--- config.mk ---
export PLATFORM = sky130hd
export DESIGN_NAME = dual_pump_interlock_timer
export DESIGN_NICKNAME = d
export VERILOG_FILES = /design/src/sv/dpit_pkg.sv /design/src/sv/dpit_step.sv /design/src/sv/dual_pump_interlock_timer.sv
export SDC_FILE = /design/constraint.sdc
export NUM_CORES = 1
export LEC_CHECK = 0
export BUFFER_PORTS_ARGS = -buffer_cell sky130_fd_sc_hd__buf_2
export CORE_MARGIN = 5
export CORE_UTILIZATION = 35
export DETAILED_ROUTE_END_ITERATION = 6
export PLACE_DENSITY = 0.61
export SETUP_SLACK_MARGIN = 0.5
export SYNTH_ARGS = -nofsm -noshare
export SYNTH_HDL_FRONTEND = slang
export SYNTH_SLANG_ARGS = --single-unit
--- constraint.sdc ---
create_clock -name clk -period 12.9 [get_ports clk]
set_input_delay 1.29 -clock clk [delete_from_list [all_inputs] [get_ports clk]]
set_output_delay 1.29 -clock clk [all_outputs]
set_load 0.005 [all_outputs]
--- src/sv/dpit_pkg.sv ---
package dpit_pkg;

  // Width of every tick counter and tick register
  localparam int unsigned TickW = 20;
  localparam logic [TickW-1:0] TickMax = {TickW{1'b1}};

  // Register reset values
  localparam logic [TickW-1:0] RunTicksRst  = 20'd3000;
  localparam logic [TickW-1:0] CoolTicksRst = 20'd60000;

  // Input opcodes
  localparam logic [1:0] OP_TICK = 2'd0;
  localparam logic [1:0] OP_ACID = 2'd1;
  localparam logic [1:0] OP_BASE = 2'd2;
  localparam logic [1:0] OP_STOP = 2'd3;

  // Configuration register indexes
  localparam int unsigned CfgIdxW = 1;
  localparam logic [CfgIdxW-1:0] CFG_RUN_TICKS  = 1'b0;
  localparam logic [CfgIdxW-1:0] CFG_COOL_TICKS = 1'b1;

  typedef struct packed {
    logic             acid_running;
    logic             base_running;
    logic             pump_was_started;
    logic [TickW-1:0] run_elapsed;
    logic             in_cooldown;
    logic [TickW-1:0] cooldown_elapsed;
  } dpit_state_t;

  typedef struct packed {
    logic             acid_drive;
    logic             base_drive;
    logic             cooling_down;
    logic [TickW-1:0] cooldown_left;
    logic             request_refused;
  } dpit_result_t;

  // Saturating increment of a tick counter
  function automatic logic [TickW-1:0] sat_inc(input logic [TickW-1:0] v);
    sat_inc = (v == TickMax) ? TickMax : v + TickW'(1);
  endfunction

endpackage

--- src/sv/dpit_step.sv ---
// Next-state and result logic for one tick or command
module dpit_step (
  input  dpit_pkg::dpit_state_t            cur,
  input  logic [1:0]                       opcode,
  input  logic                             turn_on,
  input  logic [dpit_pkg::TickW-1:0]       run_ticks,
  input  logic [dpit_pkg::TickW-1:0]       cool_ticks,
  output dpit_pkg::dpit_state_t            nxt,
  output dpit_pkg::dpit_result_t           res
);
  import dpit_pkg::*;

  logic             running;
  logic [TickW-1:0] run_inc;
  logic [TickW-1:0] cool_inc;
  logic             auto_stop;
  logic             refused;

  assign running   = cur.acid_running | cur.base_running;
  assign run_inc   = sat_inc(cur.run_elapsed);
  assign cool_inc  = sat_inc(cur.cooldown_elapsed);
  assign auto_stop = running & cur.pump_was_started & (run_inc >= run_ticks);
  assign refused   = turn_on & cur.in_cooldown &
                     ((opcode == OP_ACID) || (opcode == OP_BASE));

  // State update per opcode
  always_comb begin
    nxt = cur;
    unique case (opcode)
      OP_TICK: begin
        if (running && cur.pump_was_started) begin
          nxt.run_elapsed = run_inc;
        end
        if (auto_stop) begin
          // pump_was_started is known set here, so a new cooldown starts unless
          // cool_ticks is zero; it is not advanced on this tick
          nxt.acid_running     = 1'b0;
          nxt.base_running     = 1'b0;
          nxt.pump_was_started = 1'b0;
          nxt.cooldown_elapsed = '0;
          nxt.in_cooldown      = (cool_ticks != '0);
        end else if (cur.in_cooldown) begin
          if (cool_inc >= cool_ticks) begin
            nxt.in_cooldown      = 1'b0;
            nxt.cooldown_elapsed = '0;
          end else begin
            nxt.cooldown_elapsed = cool_inc;
          end
        end
      end
      OP_ACID, OP_BASE: begin
        if (turn_on) begin
          if (!cur.in_cooldown) begin
            nxt.acid_running     = (opcode == OP_ACID);
            nxt.base_running     = (opcode == OP_BASE);
            nxt.run_elapsed      = '0;
            nxt.pump_was_started = 1'b1;
          end
        end else if (opcode == OP_ACID) begin
          nxt.acid_running = 1'b0;
        end else begin
          nxt.base_running = 1'b0;
        end
      end
      OP_STOP: begin
        nxt.acid_running = 1'b0;
        nxt.base_running = 1'b0;
        if (cur.pump_was_started) begin
          nxt.in_cooldown      = 1'b1;
          nxt.cooldown_elapsed = '0;
          nxt.pump_was_started = 1'b0;
        end
      end
      default: nxt = cur;
    endcase
  end

  // Result reflects the state after the update
  always_comb begin
    res.acid_drive      = nxt.acid_running;
    res.base_drive      = nxt.base_running;
    res.cooling_down    = nxt.in_cooldown;
    res.request_refused = refused;
    if (nxt.in_cooldown && (nxt.cooldown_elapsed < cool_ticks)) begin
      res.cooldown_left = cool_ticks - nxt.cooldown_elapsed;
    end else begin
      res.cooldown_left = '0;
    end
  end

endmodule

--- src/sv/dual_pump_interlock_timer.sv ---
// Interlock and run timer for two mutually exclusive dosing pumps (acid and
// base). Each input transfer is one millisecond tick or a command, and each
// produces exactly one result transfer showing the pump drives, the cooldown
// status and whether a turn-on request was refused. The state update is
// combinational logic feeding a result register backed by a one-entry skid
// register, so one item is taken per clock while the result side keeps up;
// in_stall rises only after the skid register has filled under a stalled
// output. The result is registered. The block leaves reset in cooldown.
// Configuration writes are always ready and apply from the next item on.
module dual_pump_interlock_timer (
  input  logic                            clk,
  input  logic                            rst_n,
  input  logic                            in_valid,
  output logic                            in_stall,
  input  logic [1:0]                      in_opcode,
  input  logic                            in_turn_on,
  output logic                            out_valid,
  input  logic                            out_stall,
  output logic                            out_acid_drive,
  output logic                            out_base_drive,
  output logic                            out_cooling_down,
  output logic [dpit_pkg::TickW-1:0]      out_cooldown_left,
  output logic                            out_request_refused,
  input  logic                            cfg_valid,
  output logic                            cfg_ready,
  input  logic [dpit_pkg::CfgIdxW-1:0]    cfg_index,
  input  logic [dpit_pkg::TickW-1:0]      cfg_data
);
  import dpit_pkg::*;

  logic [TickW-1:0] run_ticks_r;
  logic [TickW-1:0] cool_ticks_r;
  dpit_state_t      state_r;
  dpit_state_t      state_nxt;
  dpit_result_t     step_res;
  dpit_result_t     out_r;
  dpit_result_t     skid_r;
  logic             out_valid_r;
  logic             skid_valid_r;
  logic             in_xfer;
  logic             out_free;

  assign cfg_ready = 1'b1;
  assign in_stall  = skid_valid_r;
  assign in_xfer   = in_valid & ~skid_valid_r;
  assign out_free  = ~out_valid_r | ~out_stall;

  // Configuration registers
  always_ff @(posedge clk) begin
    if (!rst_n) begin
      run_ticks_r  <= RunTicksRst;
      cool_ticks_r <= CoolTicksRst;
    end else if (cfg_valid && cfg_ready) begin
      unique case (cfg_index)
        CFG_RUN_TICKS:  run_ticks_r  <= cfg_data;
        CFG_COOL_TICKS: cool_ticks_r <= cfg_data;
        default: ;
      endcase
    end
  end

  dpit_step u_step (
    .cur        (state_r),
    .opcode     (in_opcode),
    .turn_on    (in_turn_on),
    .run_ticks  (run_ticks_r),
    .cool_ticks (cool_ticks_r),
    .nxt        (state_nxt),
    .res        (step_res)
  );

  // Pump and timer state
  always_ff @(posedge clk) begin
    if (!rst_n) begin
      state_r.acid_running     <= 1'b0;
      state_r.base_running     <= 1'b0;
      state_r.pump_was_started <= 1'b0;
      state_r.run_elapsed      <= '0;
      state_r.in_cooldown      <= 1'b1;
      state_r.cooldown_elapsed <= '0;
    end else if (in_xfer) begin
      state_r <= state_nxt;
    end
  end

  // Result register and skid register
  always_ff @(posedge clk) begin
    if (!rst_n) begin
      out_valid_r  <= 1'b0;
      skid_valid_r <= 1'b0;
    end else if (out_free) begin
      if (skid_valid_r) begin
        out_valid_r  <= 1'b1;
        skid_valid_r <= 1'b0;
      end else begin
        out_valid_r <= in_xfer;
      end
    end else if (in_xfer) begin
      skid_valid_r <= 1'b1;
    end
  end

  always_ff @(posedge clk) begin
    if (out_free) begin
      if (skid_valid_r) begin
        out_r <= skid_r;
      end else if (in_xfer) begin
        out_r <= step_res;
      end
    end else if (in_xfer) begin
      skid_r <= step_res;
    end
  end

  assign out_valid           = out_valid_r;
  assign out_acid_drive      = out_r.acid_drive;
  assign out_base_drive      = out_r.base_drive;
  assign out_cooling_down    = out_r.cooling_down;
  assign out_cooldown_left   = out_r.cooldown_left;
  assign out_request_refused = out_r.request_refused;

  // Pumps never run together
  a_exclusive: assert property (@(posedge clk) disable iff (!rst_n)
    !(state_r.acid_running && state_r.base_running))
    else $error("both pumps driven");

  // A refused request is only reported while cooling down
  a_refuse_cool: assert property (@(posedge clk) disable iff (!rst_n)
    (out_valid && out_request_refused) |-> out_cooling_down)
    else $error("refusal outside cooldown");

  // Remaining cooldown is zero when not cooling down
  a_left_zero: assert property (@(posedge clk) disable iff (!rst_n)
    (out_valid && !out_cooling_down) |-> (out_cooldown_left == '0))
    else $error("cooldown_left nonzero outside cooldown");

  // The skid register only holds data behind a waiting result
  a_skid_order: assert property (@(posedge clk) disable iff (!rst_n)
    skid_valid_r |-> out_valid_r)
    else $error("skid entry without result");

endmodule

## After elaboration in Yosys (flattened, before gate mapping)

Index checks and enable logic that the tools add are counted.

- Bits in registers: 134
- Word-level logic and storage cells: 84
- Bits of input ports: 29
- Output and inout port bits: 27

- Multiplexer cells: 21
- Reductions and logical operators: 15
- Equal/unequal tests: 9
- Add/sub/neg operators: 3
- Magnitude comparators: 3
- Bitwise operators: 13

Operators by type and width:

| kind | count |
|---|---|
| $mux 20 | 5 |
| $mux 21 | 4 |
| $mux 24 | 2 |
| $pmux 21 s2 | 1 |
| $add 20x1->20 const B | 2 |
| $eq 20x20->1 const B | 2 |
| $ge 20x20->1 | 2 |
| $pmux 20 s2 | 1 |
| $mux 23 | 1 |
| $lt 20x20->1 | 1 |
| $reduce_bool 20->1 | 1 |
| $sub 20x20->20 | 1 |
| $pmux 3 s3 | 1 |
| $reduce_and 2->1 | 4 |
| $not 1->1 | 6 |
| $and 1x1->1 | 5 |
| $reduce_and 5->1 | 1 |
| $eq 2x2->1 const B | 2 |
| $mux 1 | 4 |
| $ne 2x1->1 const B | 2 |
| $ne 2x2->1 const B | 2 |
| $reduce_and 4->1 | 1 |
| $reduce_bool 2->1 | 2 |
| $reduce_or 2->1 | 2 |
| other kinds (7) | 9 |

## Depth between registers and ports, before layout

Gate-level depths: netlist of the first run.

- Word-level depth: 12
- Gate-level depth with buffers: 37
- Gate-level depth less buffers: 34

## Hierarchy

From an unflattened synthesis of the first run, not the netlist that was laid out.

- Cell total of the unflattened synthesis: 1,011
- Area total of the unflattened synthesis: 9,008.6 um^2

Modules (own cells, without submodules):

| module | instances | cells each | seq. area each (um^2) | area an instance (um^2) |
|---|---|---|---|---|
| dual_pump_interlock_timer | 1 | 446 | 3,163.0 | 5,230.0 |
| dpit_step | 1 | 565 | 0.0 | 3,778.6 |

## Worst setup path after synthesis of the first run

No wires, ideal clock.

- Path type: flip-flop to flip-flop
- From: register state_r[21] (netlist bit)
- To: register out_r (netlist bit out_cooldown_left[11]) (data pin)
- Cell stages (with the launch flop): 34
- Arrival time: 7.112 ns
- Required time: 12.770 ns
- Clock period less this slack: 7.242 ns
- Path buffers: 3
- Setup slack: 5.658 ns
- Setup time: 0.130 ns
- Path through: dfxtp_1 ha_1 nand2_1 nor2_1 and4_1 clkbuf_1 nand3_1 nor2_1 and3_1 nor2b_1 nand3_1 clkbuf_1 nand2_1 inv_1 ha_1 nand2b_1 a2111o_1 a32oi_2 a31oi_2 o41ai_4 clkbuf_1 a22oi_1 ha_1 a21oi_1 o21ai_0 nor2_1 a2111oi_0 a221o_1 maj3_2 a211oi_1 nor3_1 or4b_1 a31oi_1 mux2_2

RTL lines:

| element | RTL line | RTL |
|---|---|---|
| from (decl) | dual_pump_interlock_timer.sv:33 | `dpit_state_t state_r;` |
| from (signal assigned) | dual_pump_interlock_timer.sv:82 | `state_r <= state_nxt;` |
| to (signal assigned) | dual_pump_interlock_timer.sv:106 | `out_r <= skid_r;` |
| to (signal assigned) | dual_pump_interlock_timer.sv:108 | `out_r <= step_res;` |
| to (decl) | dual_pump_interlock_timer.sv:36 | `dpit_result_t out_r;` |

==> impl_metrics.prom, run 1 <==
# TYPE chip_impl_metric gauge
chip_impl_metric{name="first_global_vias",unit=""} 6754
chip_impl_metric{name="shortest_clock_period_the_worst_path_allows_after_layout",unit="ns"} 9.317
chip_impl_metric{name="finalCritPeriodShare",unit=""} 0.7223
chip_impl_metric{name="power_per_cell_area",unit="mW/mm^2"} 121.9
chip_impl_metric{name="critical_path_required_time",unit="ns"} 13.07
chip_impl_metric{name="die_y",unit="um"} 167.2
chip_impl_info{name="dominantRegCellSynth",value="dfxtp_1"} 1
chip_impl_metric{name="layout-drive-gt1-share",unit=""} 0.1205
chip_impl_info{name="status",value="finished clean"} 1
chip_impl_metric{name="overflow",unit=""} 0
chip_impl_metric{name="first_iter_violations",unit=""} 639
chip_impl_info{name="tritoncts",value="done"} 1
chip_impl_metric{name="synthesis.area",unit="mm^2"} 0.008647
chip_impl_metric{name="hold_violations",unit=""} 0
chip_impl_metric{name="area.growth.synth_to_final",unit="%"} 13.30
chip_impl_info{name="cts_root_buf",value="clkbuf_16"} 1
chip_impl_metric{name="grt_pass1_wl",unit="um"} 35540
chip_impl_metric{name="ant_nets",unit=""} 0
chip_impl_metric{name="use_met3",unit=""} 0.03253
chip_impl_metric{name="ys_async_sr_fraction",unit=""} 0
chip_impl_metric{name="timing.max_cap.violations",unit=""} 0
chip_impl_metric{name="cellInternalPower",unit="mW"} 0.8564
chip_impl_metric{name="ys_seq_area_frac",unit=""} 0.3658
chip_impl_metric{name="nNetsFinal",unit=""} 1141
chip_impl_info{name="holdCritPathClass",value="reg -> reg"} 1
chip_impl_metric{name="synth_nets",unit=""} 1114
chip_impl_metric{name="cts-hold-fix-buffers",unit=""} 0
chip_impl_metric{name="final_cells",unit=""} 1386
chip_impl_metric{name="die_w",unit="um"} 167.2
chip_impl_metric{name="power.share.switching",unit=""} 0.2826
chip_impl_metric{name="syn_area_per_cell",unit="um^2"} 8.461
chip_impl_metric{name="ant_cells",unit=""} 0
chip_impl_info{name="yosys-top-cells-area",value="dfxtp_1 20%, edfxtp_1 17%, ha_1 9.0%"} 1
chip_impl_metric{name="dpl.hpwl",unit="um"} 16340
chip_impl_metric{name="clock_insertion_delay_worst_skew",unit="ns"} 0.43
chip_impl_info{name="worstSetupStartpointType",value="flop"} 1
chip_impl_metric{name="postSynthCellCount",unit=""} 1022
chip_impl_info{name="cp-end-kind",value="flop"} 1
chip_impl_metric{name="timing.setup.tns",unit="ns"} 0
chip_impl_info{name="layout_commonest_cell",value="nand2_1"} 1
chip_impl_metric{name="initial_utilization",unit=""} 0.3556
chip_impl_metric{name="io_buffer_count",unit=""} 54
chip_impl_metric{name="route.final.wire_length",unit="um"} 21850
chip_impl_info{name="grt-busiest-layer",value="met2"} 1
chip_impl_metric{name="antenna_found_initial",unit=""} 0
chip_impl_metric{name="pwr-share-comb",unit=""} 0.173
chip_impl_metric{name="ioPinCount",unit=""} 56
chip_impl_metric{name="maximum_fanout_along_the_worst_path",unit=""} 32
chip_impl_info{name="yosysTopAreaCell",value="dfxtp_1"} 1
chip_impl_info{name="ws_path_type",value="reg -> reg"} 1
chip_impl_metric{name="pre_cts_slack",unit="ns"} 3.721
chip_impl_metric{name="slew_headroom",unit=""} 0.2485
chip_impl_info{name="layout_common_cells",value="173 x nand2_1, 86 x dfxtp_1, 73 x inv_1"} 1
chip_impl_metric{name="worst_hold_slack",unit="ns"} 0.4649
chip_impl_metric{name="slowest_delay",unit="ns"} 0.99
chip_impl_metric{name="fin_worst_skew",unit="ns"} 0.01257
chip_impl_metric{name="place_congestion",unit=""} 0.9106
chip_impl_metric{name="dp.cells",unit=""} 1354
chip_impl_metric{name="timing_max_transition_violations_final",unit=""} 0
chip_impl_metric{name="cts-htree-levels",unit=""} 4
chip_impl_info{name="critPathSlowestCell",value="o31ai_4"} 1
chip_impl_metric{name="clock_tree.buffer_depth",unit=""} 2
chip_impl_metric{name="postLayoutCoreUtil",unit=""} 0.4028
chip_impl_metric{name="floorplan.die_area",unit="mm^2"} 0.02795
chip_impl_metric{name="number_of_enable_flip_flop_cells_after_synthesis",unit=""} 48
chip_impl_metric{name="grt_util_met1",unit=""} 0.2298
chip_impl_metric{name="cts_num_sinks",unit=""} 134
chip_impl_info{name="crit_path_frequent_cell",value="nor2_1"} 1
chip_impl_metric{name="power_frac_seq",unit=""} 0.405
chip_impl_metric{name="peakVddDrop",unit="mV"} 0.08453
chip_impl_metric{name="cts_made_buffers",unit=""} 17
chip_impl_metric{name="post_cts_resize_count",unit=""} 0
chip_impl_metric{name="synth_cell_types",unit=""} 69
chip_impl_metric{name="grt_use_met2",unit=""} 0.2321
chip_impl_metric{name="drc",unit=""} 0
chip_impl_metric{name="fmax",unit="GHz"} 0.1073
chip_impl_metric{name="pwr-share-clk",unit=""} 0.423
chip_impl_metric{name="number_of_setup_buffers_added_after_cts",unit=""} 0
chip_impl_metric{name="power.static_leakage",unit="nW"} 4.095
chip_impl_metric{name="largest_net_degree_at_the_start_of_global_routing",unit=""} 87
chip_impl_metric{name="detail_route.first_pass.iterations",unit=""} 5
chip_impl_metric{name="route.detailed.wl_per_inst",unit="um"} 15.77
chip_impl_metric{name="yosys.area.top_type_share",unit=""} 0.1991
chip_impl_metric{name="setup_viol_count_final",unit=""} 0
chip_impl_metric{name="num_rows",unit=""} 57
chip_impl_metric{name="global_route.usage.total",unit=""} 0.1551
chip_impl_metric{name="max_slew.worst_pin.slew",unit="ns"} 1.127
chip_impl_info{name="grt_setup_unrepaired",value="no"} 1
chip_impl_metric{name="clkTransAtPathRegs",unit="ns"} 0.06
chip_impl_metric{name="dr_total_vias",unit=""} 7334
chip_impl_metric{name="placeableCoreArea",unit="mm^2"} 0.02432
chip_impl_metric{name="worst_slack",unit="ns"} 3.583
chip_impl_metric{name="worst-endpoint-arrival",unit="ns"} 9.49
chip_impl_metric{name="ys_warn_count",unit=""} 0
chip_impl_metric{name="postSynthRegisterBits",unit=""} 134
chip_impl_metric{name="p_sw",unit="mW"} 0.3374
chip_impl_metric{name="detail_route.vias_per_cell",unit=""} 5.291
chip_impl_metric{name="num-fill-cells",unit=""} 2473
-- layout make-up --
type                       count  area (um^2)  share of cell area
timing repair buffer          62        330.3             0.03372
sequential                   134         3163              0.3229
tap                          324        405.4             0.04138
clock buffer                  18        439.2             0.04483
inverter                      73        274.0             0.02797
multi-input combinational    761         5014              0.5117
clock inverter                14        171.4             0.01750
-- state kept, by name (all words and copies together), names as in the netlist, 20 cells and up --
name and count:
state_r 44, skid_r 24, cool_ticks_r 20, out_cooldown_left 20
run_ticks_r 20
-- power groups by stage --
stage / clock network [mW] / logic [mW] / registers (mW)
6_report: 0.505 / 0.206 / 0.483
5_1_grt: 0.537 / 0.231 / 0.486
4_1_cts: 0.518 / 0.206 / 0.483
3_5_place_dp: 0 / 0.205 / 0.492
3_3_place_gp: 0 / 0.204 / 0.492
2_1_floorplan: 0 / 0.148 / 0.487
-- through the flow --
| stage | power (mW) | cell area, um^2 |
|---|---|---|
| 3_3_place_gp | 0.6955 | 9186 |
| 6_report | 1.194 | 9797 |
| 2_1_floorplan | 0.6352 | 8647 |
| 4_1_cts | 1.207 | 9797 |
| 3_5_place_dp | 0.6969 | 9186 |
| 5_1_grt | 1.254 | 9797 |
-- Yosys cell counts (13+ instances only) --
| master | number |
|---|---|
| a21boi_0 | 29 |
| a21oi_1 | 51 |
| a22oi_1 | 26 |
| a31oi_1 | 13 |
| clkbuf_1 | 46 |
| dfxtp_1 | 86 |
| edfxtp_1 | 48 |
| ha_1 | 62 |
| inv_1 | 73 |
| nand2_1 | 173 |
| nand2b_1 | 13 |
| nand3_1 | 31 |
| nor2_1 | 59 |
| nor2b_1 | 25 |
| o211a_1 | 17 |
| o211ai_1 | 18 |
| o21ai_0 | 35 |
| o31ai_1 | 18 |
| xnor2_1 | 21 |
| xor2_1 | 20 |
-- critical path, delay by kind of cell, from the launching register on --
kind	cells	cell delay (ns)
fa+ha+maj	4	0.96
mux	1	0.26
flops	1	0.38
simple gates	14	3.76
buf+inv	2	0.16
compound gates	10	3.50
-- routing by layer --
metal,vias to the layer above,routed length (um)
li1,3719,-
met1,3412,10950
met2,190,9429
met3,13,1284
met4,0,183
met5,-,0
-- cell families after synthesis --
logic type	synth area share
compound gates	0.2341
xor+xnor	0.04153
fa+ha+maj	0.09463
buf+inv	0.05643
flops	0.3658
mux	0.01244
other cells	0.0004337
simple gates	0.1946
-- final timing paths --
| check | start | to | slack, ns | cells past startpoint |
|---|---|---|---|---|
| worst min-delay path | run_ticks_r[19]$_SDFFE_PN0P_ | run_ticks_r[19]$_SDFFE_PN0P_ | 0.46 | 2 |
| worst max-delay path | state_r[21]$_SDFFE_PN0P_ | out_cooldown_left[18]$_DFFE_PP_ | 3.58 | 31 |
| worst max register to register | state_r[21]$_SDFFE_PN0P_ | out_cooldown_left[18]$_DFFE_PP_ | 3.58 | 31 |
| worst min register to register | run_ticks_r[19]$_SDFFE_PN0P_ | run_ticks_r[19]$_SDFFE_PN0P_ | 0.46 | 2 |
(Power assumes the default switching activity.)
==> inputs of run 2 (changes only) <==
PLACE_DENSITY = 0.63   (was 0.61)
clock period = 7.75 ns   (was 12.9 ns; I/O delays follow)
==> run 2 against run 1 <==
Compared with the run above:
- register-to-register slack worse by 2.8 ns
- critical path depth up 3
- fmax up 34%
- die area unchanged
- clock power up 68%
- wire length up 2.2%
- largest cell class unchanged
- worst setup slack worse by 2.8 ns
- critical endpoint is now out_cooldown_left[9]$_DFFE_PP_
==> impl_metrics.prom, run 2 (synthesized netlist as in run 1, its figures left out) <==
# TYPE chip_impl_metric gauge
chip_impl_metric{name="clkTransAtPathRegs",unit="ns"} 0.06
chip_impl_metric{name="die_y",unit="um"} 167.2
chip_impl_metric{name="p_sw",unit="mW"} 0.5673
chip_impl_metric{name="cts-hold-fix-buffers",unit=""} 0
chip_impl_metric{name="cts-htree-levels",unit=""} 4
chip_impl_metric{name="dpl.hpwl",unit="um"} 16290
chip_impl_metric{name="ant_nets",unit=""} 0
chip_impl_metric{name="fin_worst_skew",unit="ns"} 0.01189
chip_impl_metric{name="dr_total_vias",unit=""} 7542
chip_impl_metric{name="ioPinCount",unit=""} 56
chip_impl_info{name="critPathSlowestCell",value="o41ai_4"} 1
chip_impl_metric{name="shortest_clock_period_the_worst_path_allows_after_layout",unit="ns"} 6.976
chip_impl_metric{name="route.detailed.wl_per_inst",unit="um"} 15.75
chip_impl_metric{name="layout-drive-gt1-share",unit=""} 0.1846
chip_impl_metric{name="setup_viol_count_final",unit=""} 0
chip_impl_info{name="cts_root_buf",value="clkbuf_16"} 1
chip_impl_metric{name="route.final.wire_length",unit="um"} 22340
chip_impl_info{name="layout_commonest_cell",value="nand2_1"} 1
chip_impl_metric{name="first_global_vias",unit=""} 7017
chip_impl_metric{name="cts_made_buffers",unit=""} 17
chip_impl_metric{name="first_iter_violations",unit=""} 545
chip_impl_metric{name="largest_register_ffs",unit=""} 44
chip_impl_info{name="crit_path_frequent_cell",value="buf_4"} 1
chip_impl_metric{name="antenna_found_initial",unit=""} 0
chip_impl_info{name="grt_setup_unrepaired",value="no"} 1
chip_impl_metric{name="peakVddDrop",unit="mV"} 0.1400
chip_impl_metric{name="critical_path_buf_inv_count",unit=""} 4
chip_impl_metric{name="dp.cells",unit=""} 1364
chip_impl_metric{name="initial_utilization",unit=""} 0.3556
chip_impl_metric{name="power.share.switching",unit=""} 0.2786
chip_impl_metric{name="floorplan.die_area",unit="mm^2"} 0.02795
chip_impl_metric{name="place_congestion",unit=""} 0.8968
chip_impl_info{name="layout_common_cells",value="172 x nand2_1, 80 x dfxtp_1, 73 x inv_1"} 1
chip_impl_info{name="crit_family",value="compound AO/OA/AOI/OAI gates"} 1
chip_impl_info{name="ws_path_type",value="reg -> reg"} 1
chip_impl_info{name="tritoncts",value="done"} 1
chip_impl_metric{name="clock_insertion_delay_worst_skew",unit="ns"} 0.42
chip_impl_metric{name="slowest_delay",unit="ns"} 0.41
chip_impl_metric{name="slew_headroom",unit=""} 0.3777
chip_impl_metric{name="cellInternalPower",unit="mW"} 1.469
chip_impl_info{name="cp-end-kind",value="flop"} 1
chip_impl_metric{name="timing.max_cap.violations",unit=""} 0
chip_impl_metric{name="timing_max_transition_violations_final",unit=""} 0
chip_impl_metric{name="cts_num_sinks",unit=""} 134
chip_impl_info{name="worstSetupStartpointType",value="flop"} 1
chip_impl_info{name="holdCritPathClass",value="reg -> reg"} 1
chip_impl_metric{name="nNetsFinal",unit=""} 1173
chip_impl_metric{name="num-fill-cells",unit=""} 2406
chip_impl_metric{name="pwr-share-clk",unit=""} 0.417
chip_impl_metric{name="io_buffer_count",unit=""} 54
chip_impl_metric{name="grt_pass1_wl",unit="um"} 36430
chip_impl_metric{name="ant_cells",unit=""} 0
chip_impl_metric{name="maximum_fanout_along_the_worst_path",unit=""} 5
chip_impl_info{name="registers_with_the_most_flip_flops",value="state_r: 44 flops, skid_r: 24 flops"} 1
chip_impl_metric{name="num_rows",unit=""} 57
chip_impl_info{name="registers.top_by_ff_count",value="state_r"} 1
chip_impl_metric{name="finalCritPeriodShare",unit=""} 0.9001
chip_impl_info{name="status",value="finished clean"} 1
chip_impl_metric{name="drc",unit=""} 0
chip_impl_metric{name="detail_route.first_pass.iterations",unit=""} 5
chip_impl_metric{name="placeableCoreArea",unit="mm^2"} 0.02432
chip_impl_metric{name="worst-endpoint-arrival",unit="ns"} 7.15
chip_impl_metric{name="power_frac_seq",unit=""} 0.396
chip_impl_metric{name="pwr-share-comb",unit=""} 0.187
chip_impl_metric{name="overflow",unit=""} 0
chip_impl_metric{name="clock_tree.buffer_depth",unit=""} 2
chip_impl_metric{name="power.static_leakage",unit="nW"} 4.268
chip_impl_metric{name="area.growth.synth_to_final",unit="%"} 18.75
chip_impl_metric{name="timing.setup.tns",unit="ns"} 0
chip_impl_metric{name="largest_net_degree_at_the_start_of_global_routing",unit=""} 87
chip_impl_metric{name="critical_path_required_time",unit="ns"} 7.92
chip_impl_metric{name="detail_route.vias_per_cell",unit=""} 5.319
chip_impl_metric{name="max_slew.worst_pin.slew",unit="ns"} 0.9334
chip_impl_metric{name="fmax",unit="GHz"} 0.1434
chip_impl_metric{name="final_cells",unit=""} 1418
chip_impl_metric{name="hold_violations",unit=""} 0
chip_impl_metric{name="power_per_cell_area",unit="mW/mm^2"} 198.3
chip_impl_metric{name="global_route.usage.total",unit=""} 0.1571
chip_impl_metric{name="die_w",unit="um"} 167.2
run 2: cell count changes in the layout (fill, tap and decap cells not counted), sizes merged:
cell	change
bufinv	+1
inv	-6
clkinv	+4
buf	+32
clkinvlp	+1
run 2: worst paths after layout:
check	from	to	slack, ns	depth (start not counted)
setup / recovery	state_r[21]$_SDFFE_PN0P_	out_cooldown_left[9]$_DFFE_PP_	0.77	34
hold / removal	run_ticks_r[12]$_SDFFE_PN0P_	run_ticks_r[12]$_SDFFE_PN0P_	0.47	2
setup reg to reg	state_r[21]$_SDFFE_PN0P_	out_cooldown_left[9]$_DFFE_PP_	0.77	34
hold reg to reg	run_ticks_r[12]$_SDFFE_PN0P_	run_ticks_r[12]$_SDFFE_PN0P_	0.47	2
run 2: layer usage:
layer / track usage / vias up / part of all wire
met3: 0.03418 / 20 / 0.066
met4: 0.03846 / 0 / 0.011
met1: 0.2336 / 3512 / 0.49
li1: - / 3783 / -
met2: 0.2321 / 227 / 0.43
met5: 0 / - / 0
run 2: cell type report:
| type | count | area (um^2) | area share |
|---|---|---|---|
| well taps | 324 | 405.4 | 0.03948 |
| repair buffers | 94 | 574.3 | 0.05593 |
| flip-flops and latches | 134 | 3173 | 0.3090 |
| multi-input cells | 761 | 5228 | 0.5091 |
| clock buffers | 18 | 429.2 | 0.04179 |
| clock inverters | 14 | 185.2 | 0.01803 |
| inverters | 73 | 274.0 | 0.02668 |
run 2: power groups by stage:
stage	registers [mW]	logic, mW	clock network (mW)
6_report	0.806	0.381	0.849
5_1_grt	0.810	0.425	0.898
4_1_cts	0.805	0.352	0.865
3_5_place_dp	0.820	0.343	0
3_3_place_gp	0.819	0.339	0
2_1_floorplan	0.811	0.246	0
run 2: through the flow:
step / hold WS [ns] / utilization / total power [mW] / setup WS [ns] / cell area [um^2]
floorplan: 0.4435 / - / 1.057 / 0.5079 / 8647
global placement: 0.4541 / 0.3808 / 1.158 / 0.3704 / 9261
detailed placement: 0.4619 / 0.3808 / 1.162 / 0.1002 / 9261
CTS: 0.4696 / 0.4086 / 2.022 / 0.5163 / 9937
global route: 0.4855 / 0.4222 / 2.134 / 0.3737 / 10270
finish: 0.4654 / 0.4222 / 2.036 / 0.7743 / 10270
run 2: tightest hold or removal path, stage by stage (launching register included):
cell	delay, ns
dfxtp_1	0.31
nand2_1	0.05
a21boi_0	0.06
run 2: what timing repair did:
| item | in CTS | in global routing |
|---|---|---|
| gates cloned | 0 | 0 |
| gates resized for setup | 10 | 55 |
| pin swaps | 2 | 23 |
| setup endpoints to repair | 40 | 40 |
| buffers inserted | 3 | 19 |
==> inputs of run 3 (changes only) <==
ABC_AREA = 1   (was not set)
==> run 3 against run 2 <==
Compared with the run above:
- cell count grew 17%
- non-clock buffer count shrank 36
- sequential power rose by 1%
- synthesized area increased by 4.0%
- worst setup slack gained 0.46 ns
==> impl_metrics.prom, run 3 <==
# TYPE chip_impl_metric gauge
chip_impl_metric{name="place_congestion",unit=""} 0.8979
chip_impl_metric{name="route.detailed.wl_per_inst",unit="um"} 14.56
chip_impl_metric{name="power_per_cell_area",unit="mW/mm^2"} 203.0
chip_impl_metric{name="critical_path_required_time",unit="ns"} 7.94
chip_impl_metric{name="area.growth.synth_to_final",unit="%"} 12.79
chip_impl_metric{name="postSynthRegisterBits",unit=""} 134
chip_impl_metric{name="worst-endpoint-arrival",unit="ns"} 6.70
chip_impl_metric{name="num_rows",unit=""} 58
chip_impl_metric{name="use_met3",unit=""} 0.03252
chip_impl_metric{name="ys_seq_area_frac",unit=""} 0.3519
chip_impl_metric{name="cts_num_sinks",unit=""} 134
chip_impl_metric{name="first_iter_violations",unit=""} 617
chip_impl_info{name="grt_setup_unrepaired",value="no"} 1
chip_impl_info{name="timing.hold.worst.start",value="state_r[39]$_SDFFE_PN0P_"} 1
chip_impl_metric{name="drc",unit=""} 0
chip_impl_info{name="layout_common_cells",value="374 x nand2_1, 178 x inv_1, 95 x a21oi_1"} 1
chip_impl_info{name="worstSetupStartpointType",value="flop"} 1
chip_impl_metric{name="yosys.area.top_type_share",unit=""} 0.1915
chip_impl_metric{name="peakVddDrop",unit="mV"} 0.1368
chip_impl_metric{name="synth_simple_gate_area_frac",unit=""} 0.2958
chip_impl_metric{name="placed_area",unit="mm^2"} 0.009534
chip_impl_metric{name="power.static_leakage",unit="nW"} 4.691
chip_impl_metric{name="clkTransAtPathRegs",unit="ns"} 0.06
chip_impl_metric{name="grt_util_met1",unit=""} 0.2406
chip_impl_metric{name="layout-drive-gt1-share",unit=""} 0.1132
chip_impl_info{name="reg2reg_from",value="state_r[21]$_SDFFE_PN0P_"} 1
chip_impl_metric{name="global_route.usage.total",unit=""} 0.1687
chip_impl_info{name="grt-busiest-layer",value="met2"} 1
chip_impl_info{name="registers_with_the_most_flip_flops",value="state_r: 44 flops, skid_r: 24 flops"} 1
chip_impl_metric{name="largest_register_ffs",unit=""} 44
chip_impl_metric{name="number_of_enable_flip_flop_cells_after_synthesis",unit=""} 48
chip_impl_metric{name="detail_route.vias_per_cell",unit=""} 4.992
chip_impl_metric{name="fmax",unit="GHz"} 0.1536
chip_impl_metric{name="floorplan.die_area",unit="mm^2"} 0.02899
chip_impl_metric{name="die_y",unit="um"} 170.3
chip_impl_info{name="crit_path_frequent_cell",value="nand2_1"} 1
chip_impl_metric{name="slowest_delay",unit="ns"} 0.41
chip_impl_metric{name="finalCritPeriodShare",unit=""} 0.8403
chip_impl_metric{name="ioPinCount",unit=""} 56
chip_impl_metric{name="fin_worst_skew",unit="ns"} 0.02047
chip_impl_metric{name="complex_gate_fraction_of_the_synthesized_area",unit=""} 0.1462
chip_impl_metric{name="clock_tree.buffer_depth",unit=""} 2
chip_impl_metric{name="yosys.area_share.xor_xnor",unit=""} 0.02046
chip_impl_metric{name="timing.setup.tns",unit="ns"} 0
chip_impl_metric{name="largest_net_degree_at_the_start_of_global_routing",unit=""} 57
chip_impl_metric{name="cts_made_buffers",unit=""} 17
chip_impl_info{name="yosysTopAreaCell",value="dfxtp_1"} 1
chip_impl_metric{name="grt_pass1_wl",unit="um"} 39530
chip_impl_metric{name="die_w",unit="um"} 170.3
chip_impl_info{name="worst_setup_path_startpoint",value="state_r[21]$_SDFFE_PN0P_"} 1
chip_impl_metric{name="ys_async_sr_fraction",unit=""} 0
chip_impl_info{name="cp-end-kind",value="flop"} 1
chip_impl_metric{name="cts-htree-levels",unit=""} 4
chip_impl_metric{name="grt_use_met2",unit=""} 0.2555
chip_impl_metric{name="initial_utilization",unit=""} 0.3559
chip_impl_metric{name="nNetsFinal",unit=""} 1404
chip_impl_metric{name="overflow",unit=""} 0
chip_impl_metric{name="total_power",unit="mW"} 2.058
chip_impl_info{name="tritoncts",value="done"} 1
chip_impl_info{name="layout_commonest_cell",value="nand2_1"} 1
chip_impl_metric{name="synthesis.area",unit="mm^2"} 0.008989
chip_impl_metric{name="synth_fa_ha_area_frac",unit=""} 0.08853
chip_impl_info{name="ws_path_type",value="reg -> reg"} 1
chip_impl_metric{name="max_slew.worst_pin.slew",unit="ns"} 1.212
chip_impl_info{name="yosys-top-cells-area",value="dfxtp_1 19%, edfxtp_1 16%, nand2_1 16%"} 1
chip_impl_metric{name="ant_nets",unit=""} 0
chip_impl_info{name="critPathSlowestCell",value="nor2_2"} 1
chip_impl_info{name="registers.top_by_ff_count",value="state_r"} 1
chip_impl_info{name="synth.cells.most_frequent",value="374 x nand2_1, 178 x inv_1, 96 x a21oi_1"} 1
chip_impl_metric{name="timing.max_cap.violations",unit=""} 0
chip_impl_metric{name="placeableCoreArea",unit="mm^2"} 0.02525
chip_impl_metric{name="timing_max_transition_violations_final",unit=""} 0
chip_impl_info{name="dominantRegCellSynth",value="dfxtp_1"} 1
chip_impl_metric{name="ys_warn_count",unit=""} 0
chip_impl_metric{name="setup_viol_count_final",unit=""} 0
chip_impl_metric{name="dr_total_vias",unit=""} 8261
chip_impl_metric{name="post-route-cell-area",unit="mm^2"} 0.01014
chip_impl_info{name="status",value="finished clean"} 1
chip_impl_metric{name="ant_cells",unit=""} 0
chip_impl_info{name="holdCritPathClass",value="reg -> reg"} 1
chip_impl_metric{name="first_global_vias",unit=""} 7672
chip_impl_metric{name="dpl.hpwl",unit="um"} 18760
chip_impl_metric{name="hold_violations",unit=""} 0
chip_impl_metric{name="synth.area.mux_share",unit=""} 0.001114
chip_impl_metric{name="postSynthCellCount",unit=""} 1271
chip_impl_metric{name="synth_cell_types",unit=""} 49
chip_impl_metric{name="reg2reg_depth",unit=""} 35
chip_impl_info{name="most_numerous_cell_in_the_yosys_netlist",value="nand2_1"} 1
chip_impl_metric{name="clock_insertion_delay_worst_skew",unit="ns"} 0.44
chip_impl_metric{name="timing.hold.worst_path_depth",unit=""} 2
chip_impl_metric{name="shortest_clock_period_the_worst_path_allows_after_layout",unit="ns"} 6.512
chip_impl_metric{name="io_buffer_count",unit=""} 54
chip_impl_info{name="cts_root_buf",value="clkbuf_16"} 1
chip_impl_metric{name="slew_headroom",unit=""} 0.1908
chip_impl_info{name="main_combinational_cell_family_by_area_after_synthesis",value="simple AND/OR/NAND/NOR gates"} 1
chip_impl_metric{name="antenna_found_initial",unit=""} 0
chip_impl_metric{name="detail_route.first_pass.iterations",unit=""} 5
chip_impl_metric{name="maximum_fanout_along_the_worst_path",unit=""} 18
chip_impl_metric{name="syn_area_per_cell",unit="um^2"} 7.072
chip_impl_metric{name="num-fill-cells",unit=""} 2664
chip_impl_metric{name="route.final.wire_length",unit="um"} 24090
chip_impl_metric{name="synth_nets",unit=""} 1363
-- run 3: cell types whose count changed in the layout (fill, tap and decap cells not counted), sizes merged, moves of 25 or more --
cell	delta
a21oi	+47
a21boi	-29
o21ai	+32
nand3	+32
buf	-36
nor2b	-25
inv	+114
nand2	+222
-- run 3: routing by layer --
layer / part of all wire / vias up
li1: - / 4274
met1: 0.49 / 3718
met2: 0.43 / 226
met3: 0.049 / 43
met4: 0.026 / 0
met5: 0 / -
-- run 3: report_power, final --
group	total, mW	internal, mW	switching, mW
registers	0.816	0.784	0.0321
logic	0.432	0.142	0.289
clock network	0.810	0.474	0.336
total	2.06	1.40	0.657
-- run 3: cells by family after synthesis --
logic type,after synthesis
other cells,1
fa+ha+maj,63
compound gates,230
mux,1
buf+inv,221
xor+xnor,21
simple gates,600
flops,134
-- run 3: repair_timing --
action,4_1_cts,5_1_grt
resized for setup,0,1
endpoints found under the setup margin,0,34
buffers inserted,0,1
hold buffers,0,0
-- run 3: worst paths after layout --
check	slack, ns	to
min	0.47	state_r[39]$_SDFFE_PN0P_
min reg2reg	0.47	state_r[39]$_SDFFE_PN0P_
max reg2reg	1.24	out_cooldown_left[11]$_DFFE_PP_
max	1.24	out_cooldown_left[11]$_DFFE_PP_
-- run 3: final cells by class --
cell class	instances	area [um^2]	area share
clock buffers	20	467.9	0.04616
multi-input cells	917	4986	0.4918
repair buffers	58	300.3	0.02962
well taps	330	412.9	0.04073
inverters	184	690.7	0.06812
flip-flops and latches	134	3163	0.3120
clock inverters	12	117.6	0.01160
-- run 3: worst max-delay path: cells and delay by family, from the launching register on --
| kind | cells | cell delay (ns) |
|---|---|---|
| DFF | 1 | 0.39 |
| AOI/OAI and AO/OA | 2 | 0.33 |
| adders and majority gates | 3 | 0.86 |
| and+or+nand+nor | 24 | 4.00 |
| buffers and inverters | 6 | 0.70 |
-- run 3: per-stage QoR --
stage | hold slack, ns | util | setup WS (ns) | std cells
6_report | 0.4652 | 0.4015 | 1.238 | 1655
5_1_grt | 0.4811 | 0.4015 | 0.5227 | 1655
4_1_cts | 0.4652 | 0.4007 | 1.082 | 1653
3_5_place_dp | 0.4562 | 0.3775 | 1.110 | 1621
3_3_place_gp | 0.4554 | 0.3775 | 1.239 | 1621
2_1_floorplan | 0.4353 | - | 2.451 | 1271
